File: src/design/tlb_page_table_translator_top_assert.svh
// Assertion macros used by the address translator controller (tpt_ctrl).
// Needs clk_i and rst_ni in the scope of each use.
`ifndef TLB_PAGE_TABLE_TRANSLATOR_TOP_ASSERT_SVH
`define TLB_PAGE_TABLE_TRANSLATOR_TOP_ASSERT_SVH

// same-cycle implication
`define TPT_ASSERT_NOW(lbl, ante, cons, msg) \
  lbl: assert property (@(posedge clk_i) disable iff (!rst_ni) (ante) |-> (cons)) \
    else $error(msg);

// next-cycle implication
`define TPT_ASSERT_NEXT(lbl, ante, cons, msg) \
  lbl: assert property (@(posedge clk_i) disable iff (!rst_ni) (ante) |=> (cons)) \
    else $error(msg);

`endif

File: src/design/tpt_pkg.sv
// Types and constants of the paged address translator.
// No dependencies.
`timescale 1ns / 1ps
package tpt_pkg;
  localparam int NUM_PAGES   = 256;
  localparam int PAGE_W      = 8;
  localparam int NUM_FRAMES  = 128;
  localparam int FRAME_W     = 7;
  localparam int USED_W      = 8;
  localparam int TLB_ENTRIES = 16;
  localparam int TLB_W       = 4;
  localparam int OFFSET_W    = 8;
  localparam int VA_W        = 16;
  localparam int PA_W        = 15;
  localparam int CLOCK_W     = 32;
  localparam int CNT_W       = 16;

  localparam logic CFG_FRAME_POLICY = 1'b0;
  localparam logic CFG_TLB_POLICY   = 1'b1;
  localparam logic POLICY_FIFO      = 1'b0;
  localparam logic POLICY_LRU       = 1'b1;

  typedef struct packed {
    logic load_va;
    logic hit_upd;
    logic pt_got;
    logic fault_upd;
    logic take_free;
    logic take_fifo;
    logic scan_clr;
    logic scan_step;
    logic own_rd;
    logic old_rd;
    logic evict;
    logic assign_frame;
    logic tlb_sel;
    logic tlb_scan_step;
    logic tlb_wr;
    logic finish;
  } tpt_cmd_t;

  typedef struct packed {
    logic tlb_hit;
    logic page_resident;
    logic frames_full;
    logic frame_lru;
    logic tlb_free;
    logic tlb_lru;
    logic scan_last;
    logic tlb_scan_last;
  } tpt_status_t;
endpackage

File: src/design/tpt_ctrl.sv
// Controller of the translator: sequences lookup, fault handling and TLB fill.
// Depends on tpt_pkg and the assertion macro header.
`timescale 1ns / 1ps
`include "tlb_page_table_translator_top_assert.svh"
module tpt_ctrl import tpt_pkg::*; (
  input  logic        clk_i,
  input  logic        rst_ni,
  input  logic        start_i,
  output logic        busy_o,
  output logic        done_o,
  input  tpt_status_t status_i,
  output tpt_cmd_t    cmd_o
);
  typedef enum logic [3:0] {
    S_IDLE, S_LOOK, S_PTGOT, S_TAKE, S_SCAN, S_SCANW, S_OWNRD, S_OLDRD,
    S_EVICT, S_ASSIGN, S_TLBSEL, S_TLBSCAN, S_TLBWR, S_OUT
  } state_e;

  state_e state_q, state_d;
  logic   done_q;

  always_comb begin
    state_d = state_q;
    cmd_o   = '0;
    unique case (state_q)
      S_IDLE: begin
        if (start_i) begin
          cmd_o.load_va = 1'b1;
          state_d = S_LOOK;
        end
      end
      S_LOOK: begin
        if (status_i.tlb_hit) begin
          cmd_o.hit_upd = 1'b1;
          state_d = S_OUT;
        end else if (status_i.page_resident) begin
          state_d = S_PTGOT;
        end else begin
          cmd_o.fault_upd = 1'b1;
          state_d = S_TAKE;
        end
      end
      S_PTGOT: begin
        cmd_o.pt_got = 1'b1;
        state_d = S_TLBSEL;
      end
      S_TAKE: begin
        if (!status_i.frames_full) begin
          cmd_o.take_free = 1'b1;
          state_d = S_ASSIGN;
        end else if (!status_i.frame_lru) begin
          cmd_o.take_fifo = 1'b1;
          state_d = S_OWNRD;
        end else begin
          cmd_o.scan_clr = 1'b1;
          state_d = S_SCAN;
        end
      end
      S_SCAN: begin
        cmd_o.scan_step = 1'b1;
        if (status_i.scan_last) begin
          state_d = S_SCANW;
        end
      end
      S_SCANW: state_d = S_OWNRD;
      S_OWNRD: begin
        cmd_o.own_rd = 1'b1;
        state_d = S_OLDRD;
      end
      S_OLDRD: begin
        cmd_o.old_rd = 1'b1;
        state_d = S_EVICT;
      end
      S_EVICT: begin
        cmd_o.evict = 1'b1;
        state_d = S_ASSIGN;
      end
      S_ASSIGN: begin
        cmd_o.assign_frame = 1'b1;
        state_d = S_TLBSEL;
      end
      S_TLBSEL: begin
        cmd_o.tlb_sel = 1'b1;
        if (status_i.tlb_free || !status_i.tlb_lru) begin
          state_d = S_TLBWR;
        end else begin
          state_d = S_TLBSCAN;
        end
      end
      S_TLBSCAN: begin
        cmd_o.tlb_scan_step = 1'b1;
        if (status_i.tlb_scan_last) begin
          state_d = S_TLBWR;
        end
      end
      S_TLBWR: begin
        cmd_o.tlb_wr = 1'b1;
        state_d = S_OUT;
      end
      S_OUT: begin
        cmd_o.finish = 1'b1;
        state_d = S_IDLE;
      end
      default: state_d = S_IDLE;
    endcase
  end

  always_ff @(posedge clk_i or negedge rst_ni) begin
    if (!rst_ni) begin
      state_q <= S_IDLE;
      done_q  <= 1'b0;
    end else begin
      state_q <= state_d;
      done_q  <= (state_d == S_OUT);
    end
  end

  assign busy_o = (state_q != S_IDLE);
  assign done_o = done_q;

  `TPT_ASSERT_NEXT(a_done_single, done_q, !done_q, "result strobe longer than one cycle")
  `TPT_ASSERT_NOW(a_done_state, done_q, state_q == S_OUT, "result strobe outside output state")
  `TPT_ASSERT_NEXT(a_accept_look, start_i && !busy_o, state_q == S_LOOK, "accepted word not looked up")
  `TPT_ASSERT_NOW(a_idle_quiet, !busy_o, !done_q, "result strobe while idle")
endmodule

File: config.mk
export PLATFORM = sky130hd
export DESIGN_NAME = tpt_ctrl
export DESIGN_NICKNAME = d
export VERILOG_FILES = /design/src/design/tpt_pkg.sv /design/src/design/tpt_ctrl.sv
export VERILOG_INCLUDE_DIRS = /design/src /design/src/design
export SDC_FILE = /design/constraint.sdc
export NUM_CORES = 1
export LEC_CHECK = 0
export ABC_AREA = 1
export CAP_MARGIN = 20
export CELL_PAD_IN_SITES_DETAIL_PLACEMENT = 1
export CELL_PAD_IN_SITES_GLOBAL_PLACEMENT = 2
export CORE_MARGIN = 5
export CORE_UTILIZATION = 31
export CTS_BUF_LIST = sky130_fd_sc_hd__clkbuf_4 sky130_fd_sc_hd__clkbuf_8
export CTS_CLUSTER_DIAMETER = 120
export DETAILED_ROUTE_END_ITERATION = 10
export DONT_BUFFER_PORTS = 1
export MAX_ROUTING_LAYER = met4
export PLACE_DENSITY_LB_ADDON = 0.05
export SLEW_MARGIN = 20
export SYNTH_ARGS = -nofsm -noshare
export SYNTH_HDL_FRONTEND = slang
export SYNTH_SLANG_ARGS = --single-unit
File: constraint.sdc
create_clock -name clk_i -period 1.74 [get_ports clk_i]
set_input_delay 0.087 -clock clk_i [delete_from_list [all_inputs] [get_ports clk_i]]
set_output_delay 0.087 -clock clk_i [all_outputs]
set_load 0.02 [all_outputs]
==> reports/qor.csv, run 1 <==
stage;metric;value;unit
hold_path;whs_path_depth;4;
cells_and_area;layout-drive-gt1-share;25.7;%
synthesis;synth_top_area_cell;dfrtp_1;
timing;tightest_slew;0.395;ns
synthesis;synth_most_common_cell;nand2_1;
route;viasPerCell;4.83;
timing;setup_violations;0;
floorplan;start_util;33.4;%
route;vias;585;
clock_tree;postCtsSetupRepairBufs;0;
synthesis;syn-instance-count;93;
timing;fin_crit;1.56;ns
floorplan;core_area;0.00154;sq mm
placement;gp_congestion;0.825;
placement;dpl_cell_area;588;sq um
floorplan;die_h;50.8;um
global_route;grt_max_degree;7;
timing;max_freq;643;MHz
clock_tree;cts-buffers-inserted;3;
synthesis;synth_edf_count;0;
setup_path;cp_max_fo;6;
cells_and_area;diodes;0;
clock_tree;clock_sinks;5;
synthesis;ys_seq_area_share;24.3;%
synthesis;synth.distinct_cells;10;
synthesis;yosys_most_used_dff;dfrtp_1;
synthesis;syn_nets;104;
hold_path;hold_path.class;in2reg;
timing;fin_crit_sh;89.4;%
route;drt_wl_total;1.59;mm
setup_path;r2r_cells;9;
timing;hold_violations;0;
placement;io_buffers;0;
floorplan;die-area;0.00258;sq mm
timing;setup_slack;0.184;ns
timing;final.setup.tns;0;ns
setup_path;crit_chain;nor2_2 > nand3_1 > nor2_1;
clock_tree;clk_latency;0.24;ns
cells_and_area;area_growth;22.3;%
clock_tree;cts-root-buf;clkbuf_4;
synthesis;ys_warn_count;0;
setup_path;cp.arrival;1.47;ns
route;drc;0;
setup_path;worst_path_max_delay_cell;dfrtp_1;
cells_and_area;nNetsFinal;117;
synthesis;syn_area;515;sq um
clock_tree;cts.htree.levels;1;
clock_tree;cts_buffer_depth;2;
synthesis;synth_commonest_cells;nand2_1, inv_1, nor2_1;
global_route;grtUsageTotal;14.3;%
placement;dp_hpwl;1.41;mm
synthesis;async_flop_share;100;%
clock_tree;tritoncts;built;
route;wl_per_cell;13.1;um
pwr;vdd_drop_max;0.000753;V
setup_path;startpoint_type;flop;
clock_tree;clkTransAtPathRegs;0.05;ns
route;ant_nets;0;
pwr;power_leakage;0.000419;uW
route;drtPass1Iterations;4;
cells_and_area;fill_cells;226;
global_route;grt_pass1_vias;601;
placement;pre_cts_ws;0.345;ns
floorplan;rows;14;
floorplan;die_x;50.8;um
synthesis;ys_seq_elements;5;
route;drtIter0Drc;4;
synthesis;yosys.area.top_type_share;24.3;%
cells_and_area;final_cell_area;631;sq um
global_route;grt_pass1_wl;2.68;mm
synthesis;avgSynthCellArea;5.54;sq um
setup_path;crit_path_end_kind;primary output;
timing;slew_headroom;73.6;%
timing;rsz0062_at_grt;no;
floorplan;pin_count;29;
global_route;antenna_found_initial;0;
timing;final.setup_skew;0.00977;ns
timing;slew_violations;0;
setup_path;max_stage_delay;0.47;ns
pwr;p_per_area;1910;mW/mm^2
run;drv_cap;0;
status;outcome;complete, no violations;
synthesis;synth_area_leaders;dfrtp_1, nand2_1, inv_1, nand3_1, nor2_1;
setup_path;cp_data_required_time;1.65;ns
setup_path;path_class;reg2out;
global_route;grt_overflow;0;
## through the flow
| step | hold slack, ns | total power [uW] | std cells | utilization [%] |
|---|---|---|---|---|
| 2_1_floorplan | -0.209 | 844 | 93 | - |
| 3_3_place_gp | -0.208 | 1050 | 116 | 38.1 |
| 3_5_place_dp | -0.208 | 1050 | 116 | 38.1 |
| 4_1_cts | 0.0980 | 1220 | 121 | 40.7 |
| 5_1_grt | 0.132 | 1350 | 121 | 40.9 |
| 6_report | 0.104 | 1210 | 121 | 40.9 |
## cells by family after synthesis
kind of cell	share of synthesized area, %
simple gates	59.7
buf+inv	16.0
flops	24.3
## registers in the layout, indices dropped and copies added, names as in the netlist
register and cells:
state_q 4, done_o 1
## layout by cell type, fill, tap and decap left out
| master | count |
|---|---|
| nand2_1 | 26 |
| inv_1 | 20 |
| nor2_1 | 12 |
| nand3_1 | 11 |
| nor2_2 | 8 |
| buf_4 | 7 |
| dfrtp_1 | 5 |
| nand2_2 | 4 |
| clkbuf_4 | 4 |
| nor3_1 | 3 |
| inv_2 | 2 |
| nor2_4 | 2 |
| dlygate4sd3_1 | 1 |
## timing repair
item / 4_1_cts / 5_1_grt
endpoints found under the hold margin: 5 / 0
hold buffers: 1 / 0
setup endpoints to repair: 0 / 2
gates resized for setup: 0 / 1
## power breakdown
group	leakage, uW	internal, uW	switching (uW)	total (uW)
combinational	0.000337	234	554	788
sequential	0.0000635	173	94.7	267
clock	0.0000184	102	48.0	150
## worst max-delay path: cells and delay by family, from the launching register on
family           cells  cell delay [ns]
and+or+nand+nor      3             0.76
DFF                  1             0.47
## layer usage
| layer | track usage [%] | up-vias | wire [um] |
|---|---|---|---|
| li1 | - | 302 | - |
| met1 | 17.2 | 264 | 710 |
| met5 | - | - | 0 |
| met4 | 5.11 | 0 | 6 |
| met2 | 22.5 | 17 | 808 |
| met3 | 3.85 | 2 | 65 |
## final timing paths
| path | endpoint | from | slack (ns) |
|---|---|---|---|
| max | cmd_o[12] | state_q[3] | 0.18 |
| min | state_q[2] | status_i[5] | 0.10 |
| max reg2reg | done_o | state_q[0] | 0.38 |
| min reg2reg | state_q[2] | state_q[2] | 0.72 |
| max in group asynchronous | state_q[3] | rst_ni | 1.41 |
| min in group asynchronous | state_q[0] | rst_ni | 0.13 |
## final cells by class
class	instances	area [sq um]	area share [%]
multi-input cells	66	310	49.2
flip-flops and latches	5	125	19.8
inverters	22	82.6	13.1
repair buffers	8	62.6	9.92
clock buffers	4	30.0	4.76
well taps	16	20.0	3.17
No activity file was read; power rests on OpenSTA's default activity.
==> inputs of run 2 (changes only) <==
--- a/config.mk
+++ b/config.mk
@@ -11,7 +11,7 @@
 export CELL_PAD_IN_SITES_DETAIL_PLACEMENT = 1
 export CELL_PAD_IN_SITES_GLOBAL_PLACEMENT = 2
 export CORE_MARGIN = 5
-export CORE_UTILIZATION = 31
+export CORE_UTILIZATION = 28
 export CTS_BUF_LIST = sky130_fd_sc_hd__clkbuf_4 sky130_fd_sc_hd__clkbuf_8
 export CTS_CLUSTER_DIAMETER = 120
 export DETAILED_ROUTE_END_ITERATION = 10
==> constraint.sdc (replaced) <==
create_clock -name clk_i -period 1.46 [get_ports clk_i]
set_input_delay 0.073 -clock clk_i [delete_from_list [all_inputs] [get_ports clk_i]]
set_output_delay 0.073 -clock clk_i [all_outputs]
set_load 0.02 [all_outputs]
==> reports/qor.csv, run 2 (same netlist as run 1, synthesis figures left out) <==
stage;metric;value;unit;change
global_route;grt_pass1_wl;2.65;mm;-1.3%
global_route;antenna_found_initial;0;;unchanged
cells_and_area;fin_util;41.5;%;+0.60 points
placement;dp.cells;129;;+11%
timing;slew_violations;0;;unchanged
floorplan;rows;15;;+1
placement;io_buffers;0;;unchanged
cells_and_area;layout-drive-gt1-share;36.6;%;+11 points
timing;whs;0.0985;ns;-0.00588 ns
floorplan;die_x;52.9;um;+4.2%
setup_path;worstReg2RegStart;state_q[2];;
setup_path;cp.arrival;1.32;ns;-0.15 ns
hold_path;hold_end;state_q[2];;
setup_path;r2r_end;done_o;;
setup_path;max_stage_delay;0.47;ns;about the same
route;viasPerCell;4.35;;-10%
route;drtIter0Drc;6;;+2
status;outcome;complete, no violations;;
clock_tree;clock_sinks;5;;unchanged
route;drtPass1Iterations;4;;unchanged
floorplan;pin_count;29;;unchanged
timing;fin_crit_sh;95.5;%;
run;drv_cap;0;;unchanged
pwr;finalPower;1580;uW;+31%
clock_tree;cts.htree.levels;1;;unchanged
timing;tightest_slew;0.226;ns;-0.169 ns
setup_path;cp_data_required_time;1.39;ns;-0.26 ns
timing;final.setup_skew;0.00266;ns;-0.00712 ns
floorplan;start_util;29.5;%;-3.9 points
pwr;vdd_drop_max;0.000977;V;+30%
hold_path;hold_path.class;in2reg;;
floorplan;die-area;0.00280;sq mm;+8.5%
route;ant_nets;0;;unchanged
route;drt_wl_total;1.61;mm;+1.4%
hold_path;whs_path_depth;4;;unchanged
cells_and_area;diodes;0;;unchanged
setup_path;cp_max_fo;6;;unchanged
global_route;grtUsageTotal;12.8;%;-1.4 points
cells_and_area;largest_reg_flops;4;;unchanged
floorplan;core_area;0.00175;sq mm;+13%
clock_tree;cts_buffer_depth;2;;unchanged
hold_path;min_from;status_i[0];;
setup_path;startpoint_type;flop;;
clock_tree;clkTransAtPathRegs;0.04;ns;about the same
global_route;grt_pass1_vias;631;;+5.0%
timing;fin_crit;1.39;ns;
placement;gp_congestion;0.808;;-2.0%
route;vias;596;;+1.9%
global_route;grt_overflow;0;;unchanged
cells_and_area;area_growth;40.5;%;
setup_path;crit_path_end_kind;primary output;;
route;drc;0;;unchanged
clock_tree;cts-root-buf;clkbuf_4;;
setup_path;path_class;reg2out;;
timing;setup_violations;0;;unchanged
cells_and_area;multi_input_area;335;sq um;+8.1%
setup_path;r2r_cells;10;;+1
cells_and_area;regMostFlops;state_q;;
clock_tree;clk_latency;0.23;ns;about the same
route;wl_per_cell;11.8;um;-10%
setup_path;reg2reg_slack;0.10;ns;-0.28 ns
cells_and_area;layout.cells.most_common_list;nand2_1, inv_1, buf_4, nand3_1, nor2_1;;
placement;pre_cts_ws;0.0764;ns;-0.268 ns
floorplan;die_h;52.9;um;+4.2%
pwr;p_per_area;2180;mW/mm^2;+14%
timing;setup_slack;0.0658;ns;-0.119 ns
timing;hold_violations;0;;unchanged
cells_and_area;final_common_cell;nand2_1;;
cells_and_area;fill_cells;251;;+11%
timing;slew_headroom;84.9;%;+11 points
pwr;power_leakage;0.000453;uW;+8.1%
clock_tree;cts-buffers-inserted;3;;unchanged
cells_and_area;regArea;130;sq um;+4.0%
timing;rsz0062_at_grt;yes;;
cells_and_area;finalNonFillerCells;137;;+13%
cells_and_area;nNetsFinal;124;;+6.0%
timing;max_freq;717;MHz;
setup_path;worst_path_max_delay_cell;dfrtp_2;;
global_route;grt_max_degree;7;;unchanged
clock_tree;tritoncts;built;;
placement;dp_hpwl;1.45;mm;+3.1%
setup_path;crit_chain;inv_2 > nand2_1 > nor2_2 > nand2_1 > nor2_2 > buf_4;;
-- run 2: cell types whose count changed in the layout (fill, tap and decap cells not counted), sizes merged --
cell	change
buf	+7
-- run 2: per-stage QoR --
step / TNS, ns / area [sq um]
floorplan: 0 / 515
global placement: 0 / 629
detailed placement: 0 / 629
CTS: -0.00269 / 677
global route: -0.0716 / 724
finish: 0 / 724
-- run 2: power breakdown --
| part | total, uW | internal [uW] | switching (uW) |
|---|---|---|---|
| registers | 346 | 217 | 129 |
| logic | 1060 | 370 | 692 |
| clock network | 171 | 121 | 49.4 |
-- run 2: critical path, delay by kind of cell, from the launching register on --
family,cells,cell delay (ns)
flip-flops,1,0.47
buffers and inverters,2,0.25
AND/OR/NAND/NOR,4,0.37
-- run 2: metal layers --
metal / wire length (um) / up-vias / global-route usage, %
met5: 0 / - / -
met4: 0 / 0 / 1.28
met3: 71 / 0 / 2.25
met2: 819 / 13 / 22.5
met1: 722 / 271 / 15.8
li1: - / 312 / -
-- run 2: final cells by class --
cell class                      count  area share, %
Clock buffer                        4           4.15
Inverter                           22           11.4
Tap cell                           25           4.32
Timing Repair Buffer               15           15.9
Multi-Input combinational cell     66           46.3
Sequential cell                     5           18.0
-- run 2: worst max-delay path by stage --
stage,endpoint,slack [ns],from
final,cmd_o[9],0.07,state_q[3]
after global routing,cmd_o[9],-0.05,state_q[3]
after CTS,cmd_o[12],-0.003,state_q[3]
after detailed placement,cmd_o[8],0.08,state_q[1]
after global placement,cmd_o[8],0.03,state_q[1]
after floorplan,cmd_o[1],0.16,state_q[1]
-- run 2: timing repair --
| item | 4_1_cts | 5_1_grt |
|---|---|---|
| endpoints found under the setup margin | 4 | 8 |
| resized for setup | 2 | 9 |
| gates cloned | 0 | 0 |
| setup buffers | 0 | 3 |
| pin swaps | 0 | 1 |
| hold buffers | 1 | 0 |
| endpoints found under the hold margin | 5 | 0 |
